<file path="config.mk">
export PLATFORM = sky130hd
export DESIGN_NAME = dmx512_rx_framer_size_learning_top
export DESIGN_NICKNAME = d
export VERILOG_FILES = /design/src/rtl/core/dmxrx_pkg.sv /design/src/rtl/core/dmx512_rx_framer_size_learning_top.sv
export VERILOG_INCLUDE_DIRS = /design/src /design/src/rtl/core
export SDC_FILE = /design/constraint.sdc
export NUM_CORES = 1
export LEC_CHECK = 0
export ABC_AREA = 1
export BUFFER_PORTS_ARGS = -buffer_cell sky130_fd_sc_hd__buf_2
export CAP_MARGIN = 20
export CORE_MARGIN = 10
export CORE_UTILIZATION = 48
export CTS_CLUSTER_SIZE = 14
export DETAILED_ROUTE_END_ITERATION = 6
export MAX_ROUTING_LAYER = met4
export PLACE_DENSITY = 0.75
export REMOVE_ABC_BUFFERS = 1
export SYNTH_ARGS = -nofsm -noshare
export SYNTH_HDL_FRONTEND = slang
export SYNTH_SLANG_ARGS = --single-unit
</file>
<file path="constraint.sdc">
create_clock -name clk -period 7.59 [get_ports clk]
set_input_delay 0 -clock clk [delete_from_list [all_inputs] [get_ports clk]]
set_output_delay 0 -clock clk [all_outputs]
set_load 0.005 [all_outputs]
</file>
<file path="src/rtl/core/assert_macros.svh">
// Assertion macros used by dmx512_rx_framer_size_learning_top.
// Depends on a clock named clk and an active-low reset named rst_n in scope.
`ifndef ASSERT_MACROS_SVH
`define ASSERT_MACROS_SVH

// Check that prop holds at every clock edge outside reset.
`define ASSERT_ALWAYS(label, prop, msg) \
  label: assert property (@(posedge clk) disable iff (!rst_n) (prop)) else $error(msg);

// Check that cons holds in the same cycle as ante.
`define ASSERT_IMPLY(label, ante, cons, msg) \
  label: assert property (@(posedge clk) disable iff (!rst_n) (ante) |-> (cons)) else $error(msg);

`endif

</file>
<file path="src/rtl/core/dmxrx_pkg.sv">
// Types and constants for the DMX512 receive framer with size learning.
// No dependencies.
package dmxrx_pkg;

  localparam int unsigned MAX_FRAME_BYTES = 513;
  localparam int unsigned CNT_W           = 10;
  localparam int unsigned REP_W           = 9;
  localparam int unsigned CFG_IDX_W       = 1;
  localparam int unsigned CFG_DATA_W      = 8;

  localparam logic [CNT_W-1:0] MAX_FRAME   = CNT_W'(MAX_FRAME_BYTES);
  localparam logic [CNT_W-1:0] UNLOCK_LEN  = CNT_W'(512);
  localparam logic [REP_W-1:0] REPEAT_MAX  = '1;

  localparam logic [CFG_IDX_W-1:0] CFG_LEARN_ENABLE     = 1'd0;
  localparam logic [CFG_IDX_W-1:0] CFG_REPEAT_THRESHOLD = 1'd1;

  typedef enum logic [1:0] {
    PH_IDLE    = 2'd0,
    PH_AWAIT   = 2'd1,
    PH_COLLECT = 2'd2
  } phase_t;

  typedef struct packed {
    logic             byte_valid;
    logic [CNT_W-1:0] byte_index;
    logic [7:0]       byte_value;
    logic             frame_done;
    logic [CNT_W-1:0] frame_length;
    logic [5:0]       frame_break;
    logic             cut_by_lock;
    logic             lock_held;
    logic [CNT_W-1:0] learned_length;
  } rx_res_t;

endpackage

</file>
<file path="src/rtl/core/dmx512_rx_framer_size_learning_top.sv">
// DMX512 receive framer with frame-size learning.
// Depends on dmxrx_pkg and assert_macros.svh.
//
// Input channel: one receive word per request, either a break marker
// (in_is_break = 1, in_data = break length in us) or a data byte.
// Output channel: at most one result per request, carrying a stored frame
// byte, a finished frame report, or both, with the lock status after it.
// Configuration: cfg_we writes cfg_wdata to register cfg_index
// (0 learn enable, 1 repeat threshold); the user writes only while the
// block is idle, a rule that the block itself leaves unchecked.
//
// Throughput: one request per cycle while in_stall is low.
// A result register plus one skid entry part the channels: requests keep
// being taken while a result waits under out_stall; in_stall rises only
// when the skid entry is occupied, and the result register holds its
// value while stalled.
// Reset (synchronous, rst_n low) empties both result slots, returns the
// framer to idle with no lock, and loads learn enable 1, threshold 20.
module dmx512_rx_framer_size_learning_top (
  input  logic                         clk,
  input  logic                         rst_n,
  input  logic                         in_valid,
  output logic                         in_stall,
  input  logic                         in_is_break,
  input  logic [7:0]                   in_data,
  output logic                         out_valid,
  input  logic                         out_stall,
  output logic                         out_byte_valid,
  output logic [dmxrx_pkg::CNT_W-1:0]  out_byte_index,
  output logic [7:0]                   out_byte_value,
  output logic                         out_frame_done,
  output logic [dmxrx_pkg::CNT_W-1:0]  out_frame_length,
  output logic [5:0]                   out_frame_break,
  output logic                         out_cut_by_lock,
  output logic                         out_lock_held,
  output logic [dmxrx_pkg::CNT_W-1:0]  out_learned_length,
  input  logic                         cfg_we,
  input  logic [dmxrx_pkg::CFG_IDX_W-1:0] cfg_index,
  input  logic [dmxrx_pkg::CFG_DATA_W-1:0] cfg_wdata
);
  import dmxrx_pkg::*;

  `include "assert_macros.svh"

  logic             learn_en_r;
  logic [7:0]       thr_r;
  phase_t           phase_r, phase_nxt;
  logic [CNT_W-1:0] cnt_r, cnt_nxt;
  logic [5:0]       brk_units_r, brk_units_nxt;
  logic             locked_r, locked_nxt;
  logic [CNT_W-1:0] locked_len_r, locked_len_nxt;
  logic [CNT_W-1:0] prev_len_r, prev_len_nxt;
  logic [REP_W-1:0] rep_r, rep_nxt;

  logic [CNT_W-1:0] cnt_inc;
  logic [REP_W-1:0] rep_inc;
  logic [REP_W-1:0] rep_sel;
  logic             emit;
  rx_res_t          res;

  logic             out_valid_r;
  rx_res_t          out_r;
  logic             skid_valid_r;
  rx_res_t          skid_r;
  logic             in_acc;
  logic             out_take;

  assign in_stall = skid_valid_r;
  assign in_acc   = in_valid && !in_stall;
  assign out_take = out_valid_r && !out_stall;

  always_ff @(posedge clk) begin
    if (!rst_n) begin
      learn_en_r <= 1'b1;
      thr_r      <= 8'd20;
    end else if (cfg_we) begin
      unique case (cfg_index)
        CFG_LEARN_ENABLE:     learn_en_r <= cfg_wdata[0];
        CFG_REPEAT_THRESHOLD: thr_r      <= cfg_wdata;
      endcase
    end
  end

  assign cnt_inc = cnt_r + CNT_W'(1);
  assign rep_inc = (rep_r == REPEAT_MAX) ? rep_r : rep_r + REP_W'(1);
  assign rep_sel = (cnt_r == prev_len_r) ? rep_inc : '0;

  always_comb begin
    phase_nxt      = phase_r;
    cnt_nxt        = cnt_r;
    brk_units_nxt  = brk_units_r;
    locked_nxt     = locked_r;
    locked_len_nxt = locked_len_r;
    prev_len_nxt   = prev_len_r;
    rep_nxt        = rep_r;
    emit           = 1'b0;
    res            = '0;
    if (in_is_break) begin
      if (cnt_r != '0) begin
        if (!locked_r) begin
          if (learn_en_r) begin
            rep_nxt = rep_sel;
            if (rep_sel > {1'b0, thr_r}) begin
              locked_nxt     = 1'b1;
              locked_len_nxt = prev_len_r;
            end
            prev_len_nxt = cnt_r;
          end
        end else if (cnt_r != prev_len_r) begin
          locked_nxt     = 1'b0;
          locked_len_nxt = UNLOCK_LEN;
          prev_len_nxt   = UNLOCK_LEN;
          rep_nxt        = '0;
        end
        emit             = 1'b1;
        res.frame_done   = 1'b1;
        res.frame_length = cnt_r;
        res.frame_break  = brk_units_r;
      end
      phase_nxt     = PH_AWAIT;
      brk_units_nxt = in_data[7:2];
      cnt_nxt       = '0;
    end else begin
      unique case (phase_r)
        PH_IDLE: begin
          if (locked_r) begin
            locked_nxt     = 1'b0;
            locked_len_nxt = UNLOCK_LEN;
            prev_len_nxt   = UNLOCK_LEN;
            rep_nxt        = '0;
          end
        end
        PH_AWAIT: begin
          if (in_data == 8'd0) begin
            cnt_nxt        = CNT_W'(1);
            phase_nxt      = PH_COLLECT;
            emit           = 1'b1;
            res.byte_valid = 1'b1;
          end else begin
            phase_nxt = PH_IDLE;
          end
        end
        PH_COLLECT: begin
          if (cnt_r < MAX_FRAME) begin
            emit           = 1'b1;
            res.byte_valid = 1'b1;
            res.byte_index = cnt_r;
            res.byte_value = in_data;
            cnt_nxt        = cnt_inc;
            if (locked_r && cnt_inc == locked_len_r) begin
              res.frame_done   = 1'b1;
              res.frame_length = cnt_inc;
              res.frame_break  = brk_units_r;
              res.cut_by_lock  = 1'b1;
              cnt_nxt          = '0;
              phase_nxt        = PH_IDLE;
            end
          end
        end
        default: phase_nxt = PH_IDLE;
      endcase
    end
    res.lock_held      = locked_nxt;
    res.learned_length = locked_len_nxt;
  end

  always_ff @(posedge clk) begin
    if (!rst_n) begin
      phase_r      <= PH_IDLE;
      cnt_r        <= '0;
      brk_units_r  <= '0;
      locked_r     <= 1'b0;
      locked_len_r <= '0;
      prev_len_r   <= '0;
      rep_r        <= '0;
    end else if (in_acc) begin
      phase_r      <= phase_nxt;
      cnt_r        <= cnt_nxt;
      brk_units_r  <= brk_units_nxt;
      locked_r     <= locked_nxt;
      locked_len_r <= locked_len_nxt;
      prev_len_r   <= prev_len_nxt;
      rep_r        <= rep_nxt;
    end
  end

  always_ff @(posedge clk) begin
    if (!rst_n) begin
      out_valid_r  <= 1'b0;
      skid_valid_r <= 1'b0;
    end else if (skid_valid_r) begin
      if (out_take) begin
        out_r        <= skid_r;
        skid_valid_r <= 1'b0;
      end
    end else if (out_valid_r && !out_take) begin
      if (in_acc && emit) begin
        skid_r       <= res;
        skid_valid_r <= 1'b1;
      end
    end else begin
      out_valid_r <= in_acc && emit;
      if (in_acc && emit) begin
        out_r <= res;
      end
    end
  end

  assign out_valid          = out_valid_r;
  assign out_byte_valid     = out_r.byte_valid;
  assign out_byte_index     = out_r.byte_index;
  assign out_byte_value     = out_r.byte_value;
  assign out_frame_done     = out_r.frame_done;
  assign out_frame_length   = out_r.frame_length;
  assign out_frame_break    = out_r.frame_break;
  assign out_cut_by_lock    = out_r.cut_by_lock;
  assign out_lock_held      = out_r.lock_held;
  assign out_learned_length = out_r.learned_length;

  `ASSERT_ALWAYS(a_skid_behind_out, !skid_valid_r || out_valid_r, "skid entry without result")
  `ASSERT_ALWAYS(a_cnt_in_range, cnt_r <= MAX_FRAME, "byte count past frame limit")
  `ASSERT_IMPLY(a_lock_len, locked_r, locked_len_r != '0, "lock held with zero length")
  `ASSERT_IMPLY(a_cut_has_byte, out_valid_r && out_r.cut_by_lock, out_r.byte_valid && out_r.frame_done, "cut frame without its last byte")

endmodule
</file>
; ---- Word level (Yosys, flattened, before mapping)
; Index checks and enable logic that the tools add are counted.
[op_classes]
addsub = 2
n_mul = 0
div = 0
magnitude_cmp = 2
n_eq_ne = 14
shift = 0
muxes = 62
n_bitwise = 3
reduce_logical = 25
[op_table]
columns = cell, count
row1 = 2-to-1 mux 48 bit, 4
row2 = 2-to-1 mux 10 bit, 19
row3 = 2-to-1 mux 9 bit, 9
row4 = 2-to-1 mux 37 bit, 1
row5 = 2-to-1 mux 36 bit, 1
row6 = 2-to-1 mux 17 bit, 2
row7 = equality test 10 bit, 2
row8 = one-hot mux 10 bit (2 select lines), 1
row9 = 2-to-1 mux 19 bit, 1
row10 = 2-to-1 mux 18 bit, 1
row11 = 2-to-1 mux 1 bit, 16
row12 = AND reduction 4 bit, 4
row13 = adder 10 x 1 -> 10 bit (second input constant), 1
row14 = < comparator 10 bit (second input constant), 1
row15 = inequality test 10 bit, 1
row16 = nonzero test 10 bit, 1
row17 = adder 9 x 1 -> 9 bit (second input constant), 1
row18 = equality test 9 bit (second input constant), 1
row19 = greater-than comparator 9 x 8 -> 1 bit, 1
row20 = inequality test 3 bit (second input constant), 3
row21 = logical NOT 8 bit, 1
row22 = 2-to-1 mux 2 bit, 4
row23 = AND reduction 2 bit, 4
row24 = nonzero test 2 bit, 4
row25 = 13 further kinds, 24
[totals]
ff_bits = 155
latch_bits = 0
ram_bits = 0
rom_bits = 0
word_cells = 137
memories = 0

; ---- Longest topological paths before layout
; Gate-level depths: netlist of run 1.
[logic_depth]
depth_word = 12
depth_mapped = 27
depth_no_buf = 26

; ---- Least setup slack after synthesis of run 1
; No wires, ideal clock.
[synth_path]
kind = register to register
startpoint = register cnt_r[0]
endpoint = register skid_r[0] (netlist bit), enable pin
setup_time_ps = 454
t_arrival_ps = 3719
t_required_ps = 7136
setup_slack_ps = 3417
path_stages_with_launch = 12
path_buffers = 1
cell_sequence = dfxtp_1 > buf_4 > inv_2 > ha_1 > nand4_1 > o31ai_1 > nand2_1 > nand2_1 > nand3_1 > a21oi_1 > nand3_1 > nor2_1
[synth_via]
elab_chain_len = 6
[synth_rtl]
columns = item, line
row1 = "start, declared", dmx512_rx_framer_size_learning_top.sv:48  ; logic [CNT_W-1:0] cnt_r, cnt_nxt;
row2 = "start signal, assigned", dmx512_rx_framer_size_learning_top.sv:178  ; cnt_r <= cnt_nxt;
row3 = < comparator 10 bit, dmx512_rx_framer_size_learning_top.sv:144  ; if (cnt_r < MAX_FRAME) begin
row4 = 2-to-1 mux 1 bit, dmx512_rx_framer_size_learning_top.sv:144
row5 = one-hot mux 1 bit (2 select lines), dmx512_rx_framer_size_learning_top.sv:124  ; unique case (phase_r)
row6 = 2-to-1 mux 1 bit (*), dmx512_rx_framer_size_learning_top.sv:98  ; if (in_is_break) begin
row7 = logical AND 1 bit (*), dmx512_rx_framer_size_learning_top.sv:197  ; if (in_acc && emit) begin
row8 = AND reduction 4 bit (no line) (*), n/a
row9 = "end signal, assigned", dmx512_rx_framer_size_learning_top.sv:198  ; skid_r <= res;
row10 = "end, declared", dmx512_rx_framer_size_learning_top.sv:64  ; rx_res_t skid_r;
; Mark *: on every way between the ends. The rest lies on a longest branch, timed or not.
; A chain may end at the register's enable or synchronous reset.

; ---- Final worst setup path of run 1
[layout_path]
startpoint = register rep_r[0]
endpoint = register out_r, in the netlist out_learned_length[9] (data pin)
[layout_via]
elab_chain_len = 12
[layout_rtl]
columns = item, line
row1 = "start, declared", dmx512_rx_framer_size_learning_top.sv:53  ; logic [REP_W-1:0] rep_r, rep_nxt;
row2 = "start signal, assigned", dmx512_rx_framer_size_learning_top.sv:183  ; rep_r <= rep_nxt;
row3 = adder 9 x 1 -> 9 bit / equality test 9 bit (equally long branches), dmx512_rx_framer_size_learning_top.sv:85  ; assign rep_inc = (rep_r == REPEAT_MAX) ? rep_r : rep_r + REP_W'(1);
row4 = 2-to-1 mux 9 bit (*), dmx512_rx_framer_size_learning_top.sv:85
row5 = 2-to-1 mux 9 bit (*), dmx512_rx_framer_size_learning_top.sv:86  ; assign rep_sel = (cnt_r == prev_len_r) ? rep_inc : '0;
row6 = greater-than comparator 9 x 8 -> 1 bit (*), dmx512_rx_framer_size_learning_top.sv:103  ; if (rep_sel > {1'b0, thr_r}) begin
row7 = 2-to-1 mux 10 bit (*), dmx512_rx_framer_size_learning_top.sv:103
row8 = 2-to-1 mux 10 bit (*), dmx512_rx_framer_size_learning_top.sv:101  ; if (learn_en_r) begin
row9 = 2-to-1 mux 10 bit (*), dmx512_rx_framer_size_learning_top.sv:100  ; if (!locked_r) begin
row10 = 2-to-1 mux 10 bit (*), dmx512_rx_framer_size_learning_top.sv:99  ; if (cnt_r != '0) begin
row11 = 2-to-1 mux 10 bit (*), dmx512_rx_framer_size_learning_top.sv:98
row12 = named net locked_len_nxt[9], dmx512_rx_framer_size_learning_top.sv:51  ; logic [CNT_W-1:0] locked_len_r, locked_len_nxt;
row13 = 2-to-1 mux 48 bit (*), dmx512_rx_framer_size_learning_top.sv:203  ; if (in_acc && emit) begin
row14 = 2-to-1 mux 48 bit (*), dmx512_rx_framer_size_learning_top.sv:196  ; end else if (out_valid_r && !out_take) begin
row15 = 2-to-1 mux 48 bit (*), dmx512_rx_framer_size_learning_top.sv:191  ; end else if (skid_valid_r) begin
row16 = "end signal, assigned", dmx512_rx_framer_size_learning_top.sv:193  ; out_r <= skid_r;
row17 = "end signal, assigned", dmx512_rx_framer_size_learning_top.sv:204  ; out_r <= res;
row18 = "end, declared", dmx512_rx_framer_size_learning_top.sv:62  ; rx_res_t out_r;
; Mark *: on every way through the listed nets, which the timed path passes. The rest lies on a longest branch. The select of a mux whose other input is x is not followed.

==> metrics, run 1 <==
outcome finished, final reports clean; Final Util 0.568; Detailed Route Iter0 Violations 543; Initial Util 0.488; core box area 0.0158 mm2; Critical path origin rep_r[0]$_SDFFE_PN0P_; Critical R2R Capture out_learned_length[9]$_DFFE_PP_; Final Max Tran Viols 0; Final nets between 1000 and 1500; Max-Cap Viols 0; synthesis-to-finish area growth 16.4%; Yosys warning count 0; Sequential Power Share 0.472; via density per instance 5.10; combinational power share 0.106; Crit Path Category flop to flop; Most used DFF post-synth edfxtp_1; register area share after synthesis 0.528; Clock Sinks around 160; setup violators final 0; P_int 1500 uW; CTS clk-pin slew, worst paths 0.06 ns; CTS Root Cell clkbuf_16; IO Port Bufs 72; Final HPWL DP 12800 um; Crit Path Max Fanout 11; GR Overflow Total 0; CP Launch Type flop; final hold violations 0; Tot GR Track Use 0.180; CTS Buf Count 17; Setup crit end out_learned_length[9]$_DFFE_PP_; wire length per cell 15.1 um; switching share of power 0.248; Yosys cell types 41; vias in the first global route between 6000 and 7000; worst hold path type primary input to flop; H-tree lvl count 4; Setup crit end kind flop; post-synthesis register bit count between 150 and 200; Filler Cell Count 1468; RSZ-0062 raised after global routing false; later-pin clock latency in the skew report 0.43 ns; Power Density 223 mW/mm2; Reg2Reg Launch Point rep_r[0]$_SDFFE_PN0P_; commonest non-fill, non-tap cell in the layout nand2_1; Post-CTS Setup Inserts 0; Setup Skew 0.00799 ns; EDFF count, synth 96; Async SR Flop Fraction 0; net switching power figure just under 500 uW; leading area contributor after synthesis edfxtp_1; clock share of power 0.422; first-pass GRT wire length 30700 um; n_diodes 0; Crit path required time 7.77 ns; Final Cell Area 0.00895 mm2; top cell type's share of synthesized area 0.375; CTS tree done; synthesized netlist cell count around 930; Leak Pwr 0.00381 uW; Peak VDD IR 155 uV; initial antenna violation count 0; Seq. cell area 0.00407 mm2; most frequent cells in the layout nand2_1, edfxtp_1, inv_1; via count roughly 6300; Post-DP Area 0.00819 mm2; Fin Setup TNS 0 ns; largest net degree at the start of global routing 56; Max-slew headroom 0.330; cells on worst reg2reg path 22; CTS max path bufs 2; crit share post-route 0.527; min Tclk post-route roughly 4.0 ns; Rows 46; fmax 0.250 GHz; die width 147 um; drt total wl 18600 um; Slew @ Worst Pin 1.00 ns; Die Ht 147 um; io pins 73; synthesized area between 0.007 and 0.008 mm2; post-route ant nets 0; # DRC 0; Detailed Routing Iterations Pass 1 5; share of cells above drive strength 1 0.149; Post-Syn Area per Cell 8.28 um2; Routability Congestion 0.944; WP data arrival 4.18 ns; flop2flop setup slack 3.59 ns; multi-input logic area 0.00304 mm2; die area between 0.02 and 0.025 mm2; Synth area leaders edfxtp_1, dfxtp_1, nand2_1
-- cells by family (layout without fill, tap and decap cells) --
logic type	Yosys count	count (layout)	synth area share
XOR/XNOR	2	2	0.00325
AND/OR/NAND/NOR	480	480	0.266
buffers and inverters	147	234	0.0779
AO/OA/AOI/OAI	131	131	0.102
adder cells (fa/ha/maj)	14	14	0.0228
flip-flops	155	155	0.528
-- state kept, by name, indices dropped and copies added, names as in the netlist, 2 cells and up --
signal	cells
brk_units_r	6
cnt_r	10
locked_len_r	10
out_byte_index	10
out_byte_value	8
out_frame_break	6
out_frame_length	10
out_learned_length	10
phase_r	2
prev_len_r	10
rep_r	9
skid_r	48
thr_r	8
-- synth_stat cells (all sizes together) (14+ instances only) --
cell      n
nand4    17
edfxtp   96
ha       14
inv     103
dfxtp    59
buf      22
nor2     71
clkbuf   19
a21oi    63
o21ai    38
nand3    63
nand2   315
-- per-layer routing --
metal	vias to the layer above	GRT usage	part of all wire	routed length, um
met1	2865	0.207	0.43	8050
met2	180	0.302	0.48	8940
li1	3200	-	-	-
met5	-	-	0	0
met3	38	0.0423	0.062	1150
met4	0	0.0646	0.023	435
-- worst min path at each step --
stage                                   end         start  slack [ns]  cells past startpoint
floorplan           learn_en_r$_SDFFE_PN1P_         rst_n         0.1                      1
CTS                 phase_r[1]$_SDFFE_PN0P_   in_is_break        0.01                      4
global route          thr_r[2]$_SDFFE_PN1P_         rst_n        0.07                      2
global placement      thr_r[2]$_SDFFE_PN1P_  cfg_wdata[2]        0.22                      3
detailed placement    thr_r[2]$_SDFFE_PN1P_  cfg_wdata[2]        0.23                      3
finish              phase_r[1]$_SDFFE_PN0P_   in_is_break        0.03                      4
-- power groups by stage --
| stage | clock network (uW) | registers [uW] | logic (uW) |
|---|---|---|---|
| finish | 842 | 943 | 211 |
| floorplan | 0 | 959 | 134 |
| CTS | 854 | 943 | 211 |
| global route | 888 | 946 | 239 |
| detailed placement | 0 | 961 | 202 |
| global placement | 0 | 961 | 198 |
-- cell type report --
class                      count  share of cell area
timing repair buffer          97              0.0665
tap                          216              0.0302
clock inverter                13              0.0166
multi-input combinational    627               0.340
inverter                     106              0.0447
clock buffer                  18              0.0479
sequential                   155               0.454
-- worst max-delay path: stages, from the launching register on --
cell and delay (ns):
dfxtp_1 0.40, ha_1 0.19, nand2_1 0.08, inv_1 0.08, nand4_1 0.12, nor2_1 0.16
clkinv_1 0.23, nand2_1 0.17, nor3_1 0.06, nor3_1 0.32, ha_1 0.30, nand2_1 0.07
inv_1 0.05, nand3_1 0.07, nor3_1 0.07, a21oi_2 0.44, nand2_1 0.43, nand2_1 0.15
nand3_1 0.09, nand2_1 0.10, nand2_1 0.07, nand2_1 0.08, nand2_1 0.06
-- metrics by stage --
step                total power [uW]  cells  hold slack (ns)  setup WS (ns)
finish                          2000   1232           0.0346           3.59
global route                    2070   1232           0.0742           3.12
CTS                             2010   1232           0.0105           3.63
detailed placement              1160   1182            0.227           3.64
global placement                1160   1182            0.220           3.69
floorplan                       1090    888           0.0986           2.65
-- repair_timing --
action | in CTS | in global routing
hold buffers | 19 | 0
endpoints found under the hold margin | 25 | 0
gates resized for setup | 0 | 0
No activity file was read; power rests on OpenSTA's default activity.
==> inputs of run 2 (changes only) <==
clock period = 3.86 ns   (was 7.59 ns; I/O delays follow)
==> metrics, run 2 (synthesized netlist as in run 1, its figures left out) <==
Rows 46; share of cells above drive strength 1 0.160; largest net degree at the start of global routing 56; CTS clk-pin slew, worst paths 0.06 ns; worst hold path type primary input to flop; CTS Root Cell clkbuf_16; pre-CTS setup slack 0.333 ns; Slew @ Worst Pin 0.796 ns; die width 147 um; Final nets 1054; crit share post-route 0.885; Crit Path Category flop to flop; outcome finished, final reports clean; Routability Congestion 0.954; Buffers & Inverters on Critical Path 3; min Tclk post-route 3.42 ns; Critical path origin rep_r[0]$_SDFFE_PN0P_; Die Ht 147 um; Initial Util 0.488; via count 6435; wire length per cell 15.2 um; core box area 0.0158 mm2; commonest non-fill, non-tap cell in the layout nand2_1; hold_ws 0.0310 ns; WP data arrival 3.60 ns; setup violators final 0; Critical R2R Capture out_learned_length[9]$_DFFE_PP_; first-pass GRT wire length 31400 um; P_int around 3000 uW; Tot GR Track Use 0.184; Detailed Route Iter0 Violations between 400 and 500; Crit Path Max Fanout 10; post-route ant nets 0; die area ~0.021 mm2; io pins 73; Final HPWL DP 13300 um; Reg2Reg Launch Point rep_r[0]$_SDFFE_PN0P_; setup ws final about 0.44 ns; Crit path required time 4.04 ns; GR Overflow Total 0; max reg flops 48; drt total wl about 19000 um; synthesis-to-finish area growth 18.0%; Max-slew headroom 0.469; Detailed Routing Iterations Pass 1 5; Max-Cap Viols 0; final hold violations 0; CP Depth 25; Power Density about 430 mW/mm2; CTS tree done; slowest CP cell dfxtp_1; later-pin clock latency in the skew report between 0.4 and 0.5 ns; CTS Buf Count 17; maximum single-stage delay on the critical path 0.40 ns; fmax 0.293 GHz; cells on worst reg2reg path 25; net switching power figure 974 uW; combinational power share 0.110; CP Launch Type flop; Setup crit end kind flop; Sequential Power Share 0.469; # DRC 0; Leak Pwr 0.00388 uW; n_diodes 0; RSZ-0062 raised after global routing false; Setup crit end out_learned_length[9]$_DFFE_PP_; Top delay family on crit path simple AND/OR/NAND/NOR gates; Reg with most FFs skid_r; clock share of power 0.420; flop2flop setup slack 0.44 ns; Setup Skew 0.00832 ns; via density per instance 5.16; switching share of power 0.247; vias in the first global route around 6300; initial antenna violation count 0; Filler Cell Count 1439; CTS max path bufs 2; Critical Path Most Common Cell nand2_1; Peak VDD IR roughly 290 uV; Final Max Tran Viols 0; IO Port Bufs 72; H-tree lvl count 4; Clock Sinks 155; most frequent cells in the layout nand2_1, edfxtp_1, inv_1; Post-CTS Setup Inserts 0
run 2: cell types whose count changed in the layout (fill, tap and decap cells not counted), moves of 2 or more:
| cell | before | now |
|---|---|---|
| buf_4 | 6 | 17 |
| clkinv_1 | 6 | 4 |
| buf_12 | 0 | 2 |
| clkbuf_1 | 1 | 3 |
run 2: area by class of cell:
type / instances / area [um2] / share of cell area
repair buffers: 110 / 718 / 0.0791
flip-flops and latches: 155 / 4070 / 0.448
multi-input cells: 627 / 3040 / 0.335
inverters: 106 / 400 / 0.0441
clock inverters: 12 / 148 / 0.0163
clock buffers: 20 / 437 / 0.0481
well taps: 216 / 270 / 0.0298
run 2: what timing repair did:
| item | 4_1_cts | 5_1_grt |
|---|---|---|
| hold buffers | 19 | 0 |
| resized for setup | 0 | 2 |
| hold endpoints to repair | 25 | 0 |
| setup endpoints to repair | 0 | 33 |
run 2: worst min-delay path by stage:
stage                 startpoint                       to  slack (ns)  depth (start not counted)
finish               in_is_break  phase_r[1]$_SDFFE_PN0P_        0.03                          4
global route         in_is_break  phase_r[1]$_SDFFE_PN0P_        0.08                          4
CTS                  in_is_break  phase_r[1]$_SDFFE_PN0P_        0.01                          4
detailed placement  cfg_wdata[4]    thr_r[4]$_SDFFE_PN1P_        0.23                          3
global placement    cfg_wdata[4]    thr_r[4]$_SDFFE_PN1P_        0.22                          3
floorplan                  rst_n  learn_en_r$_SDFFE_PN1P_         0.1                          1
run 2: worst min-delay path: stages:
cell	delay [ns]
buf_2	0.19
nor2_1	0.07
nor2_1	0.10
nor2_1	0.05
run 2: power groups by stage:
stage | sequential, uW | clock (uW) | combinational, uW
2_1_floorplan | 1890 | 0 | 263
6_report | 1850 | 1660 | 436
3_5_place_dp | 1890 | 0 | 416
3_3_place_gp | 1880 | 0 | 408
5_1_grt | 1860 | 1760 | 491
4_1_cts | 1850 | 1690 | 434
run 2: through the flow:
| step | instances | instance area (um2) | setup TNS [ns] | util | total power, uW |
|---|---|---|---|---|---|
| floorplan | 888 | 7500 | -54.02 | - | 2150 |
| global placement | 1195 | 8300 | 0 | 0.527 | 2290 |
| detailed placement | 1195 | 8300 | 0 | 0.527 | 2300 |
| CTS | 1246 | 9080 | 0 | 0.576 | 3970 |
| global route | 1246 | 9080 | 0 | 0.576 | 4100 |
| finish | 1246 | 9080 | 0 | 0.576 | 3950 |
run 2: layer usage:
metal,global-route usage,routed length (um),up-vias
li1,-,-,3232
met1,0.209,8060,2957
met2,0.315,9290,213
met3,0.0399,1250,33
met4,0.0606,347,0
met5,-,0,-
==> inputs of run 3 (changes only) <==
HOLD_SLACK_MARGIN = 0.08   (was not set)
clock period = 3.33 ns   (was 3.86 ns; I/O delays follow)
==> metrics, run 3 (synthesized netlist as in run 1, its figures left out) <==
Final Cell Area 0.00959 mm2; Reg with most FFs skid_r; via density per instance just over 5; cells on worst reg2reg path 25; multi-input logic area 0.00315 mm2; Detailed Route Iter0 Violations 588; slowest CP cell dfxtp_2; outcome finished, final reports clean; core box area roughly 0.016 mm2; Initial Util 0.488; Top delay family on crit path simple AND/OR/NAND/NOR gates; die width around 150 um; Crit Path Category flop to flop; CTS max path bufs 2; wire length per cell 14.8 um; share of cells above drive strength 1 0.224; Rows 46; fmax 0.301 GHz; Max-Cap Viols 0; post-route ant nets 0; io pins 73; max reg flops 48; Setup Skew 0.00735 ns; final hold violations 0; Setup crit end kind flop; RSZ-0062 raised after global routing true; GR Overflow Total 0; most frequent cells in the layout nand2_1, edfxtp_1, inv_1; CTS Buf Count 17; Critical Path Most Common Cell nand2_1; Hold Path Stages 6; Die Ht 147 um; CTS tree done; min Tclk post-route 3.33 ns; Tot GR Track Use 0.179; Detailed Routing Iterations Pass 1 5; pre-CTS setup slack slightly below 0.03 ns; via count 6538; Critical R2R Capture out_learned_length[0]$_DFFE_PP_; Power Density 480 mW/mm2; Seq. cell area 0.00409 mm2; IO Port Bufs just over 70; Leak Pwr between 0.004 and 0.005 uW; worst hold path type primary input to flop; synthesis-to-finish area growth 24.6%; setup ws final around 0.0047 ns; Final nets 1095; commonest non-fill, non-tap cell in the layout nand2_1; Critical path origin rep_r[1]$_SDFFE_PN0P_; Slew @ Worst Pin between 0.5 and 0.6 ns; Final Max Tran Viols 0; Filler Cell Count 1319; Buffers & Inverters on Critical Path 5; Routability Congestion 0.928; Crit Path Max Fanout 6; Post-DP Area 0.00841 mm2; vias in the first global route 6131; flop2flop setup slack 0.005 ns; Peak VDD IR 404 uV; H-tree lvl count 4; initial antenna violation count 0; CP Launch Type flop; hold path startpoint in_valid; Final HPWL DP ~13000 um; maximum single-stage delay on the critical path 0.36 ns; largest net degree at the start of global routing 56; n_diodes 0; die area 0.0215 mm2; Fin Setup TNS 0 ns; drt total wl 19000 um; first-pass GRT wire length 30500 um; Crit path required time about 3.5 ns; CTS clk-pin slew, worst paths roughly 0.060 ns; crit share post-route 0.999; later-pin clock latency in the skew report 0.43 ns; # DRC 0; hold worst-path end locked_len_r[0]$_SDFFE_PN0P_; Reg2Reg Launch Point rep_r[1]$_SDFFE_PN0P_; setup violators final 0; Clock Sinks ~160; CTS Root Cell clkbuf_16; WP data arrival 3.52 ns; Max-slew headroom 0.631
==> run 3: cell types whose count changed in the layout (fill, tap and decap cells not counted), sizes merged <==
cell,before,now
bufinv,3,2
buf,91,118
inv,105,106
clkbuf,20,19
clkinv,7,9
dlygate4sd3,19,32
==> run 3: worst max-delay path by stage <==
stage                                           end  cells past startpoint
global route        out_learned_length[0]$_DFFE_PP_                     25
floorplan                       skid_r[0]$_DFFE_PP_                      5
global placement    out_learned_length[2]$_DFFE_PP_                     26
CTS                 out_learned_length[2]$_DFFE_PP_                     26
detailed placement  out_learned_length[7]$_DFFE_PP_                     26
finish              out_learned_length[0]$_DFFE_PP_                     25
==> run 3: what timing repair did <==
item                                   CTS  global route
buffers inserted                         0            13
setup endpoints to repair                0            33
hold buffers                            32             0
gates resized for setup                  0            58
endpoints found under the hold margin   44             0
==> run 3: layout make-up <==
type                            count  area share
Multi-Input combinational cell    627       0.328
Timing Repair Buffer              151       0.115
Tap cell                          216      0.0282
Sequential cell                   155       0.426
Inverter                          106      0.0420
Clock inverter                     14      0.0154
Clock buffer                       18      0.0447
==> run 3: through the flow <==
stage	hold WS (ns)	instances	utilization	total power, uW
2_1_floorplan	0.0986	888	-	2490
4_1_cts	0.131	1272	0.590	4590
6_report	0.145	1287	0.608	4600
5_1_grt	0.196	1287	0.608	4780
3_3_place_gp	0.221	1208	0.534	2670
3_5_place_dp	0.222	1208	0.534	2680
==> run 3: worst reg2reg max path, delay by kind of cell (launching register included) <==
kind | cells | cell delay (ns)
and+or+nand+nor | 16 | 1.52
buffers and inverters | 5 | 0.51
AOI/OAI and AO/OA | 2 | 0.23
DFF | 1 | 0.36
adders and majority gates | 2 | 0.46
==> run 3: report_power, final <==
| part | leakage (uW) | internal (uW) | switching (uW) |
|---|---|---|---|
| sequential | 0.00138 | 2110 | 42.4 |
| combinational | 0.00246 | 213 | 349 |
| clock | 0.000276 | 1100 | 789 |
==> run 3: layer usage <==
metal / share of wire / track usage / wire, um
met1: 0.42 / 0.206 / 8010
met2: 0.49 / 0.292 / 9290
met3: 0.059 / 0.0433 / 1120
met4: 0.032 / 0.0776 / 612
met5: 0 / - / 0
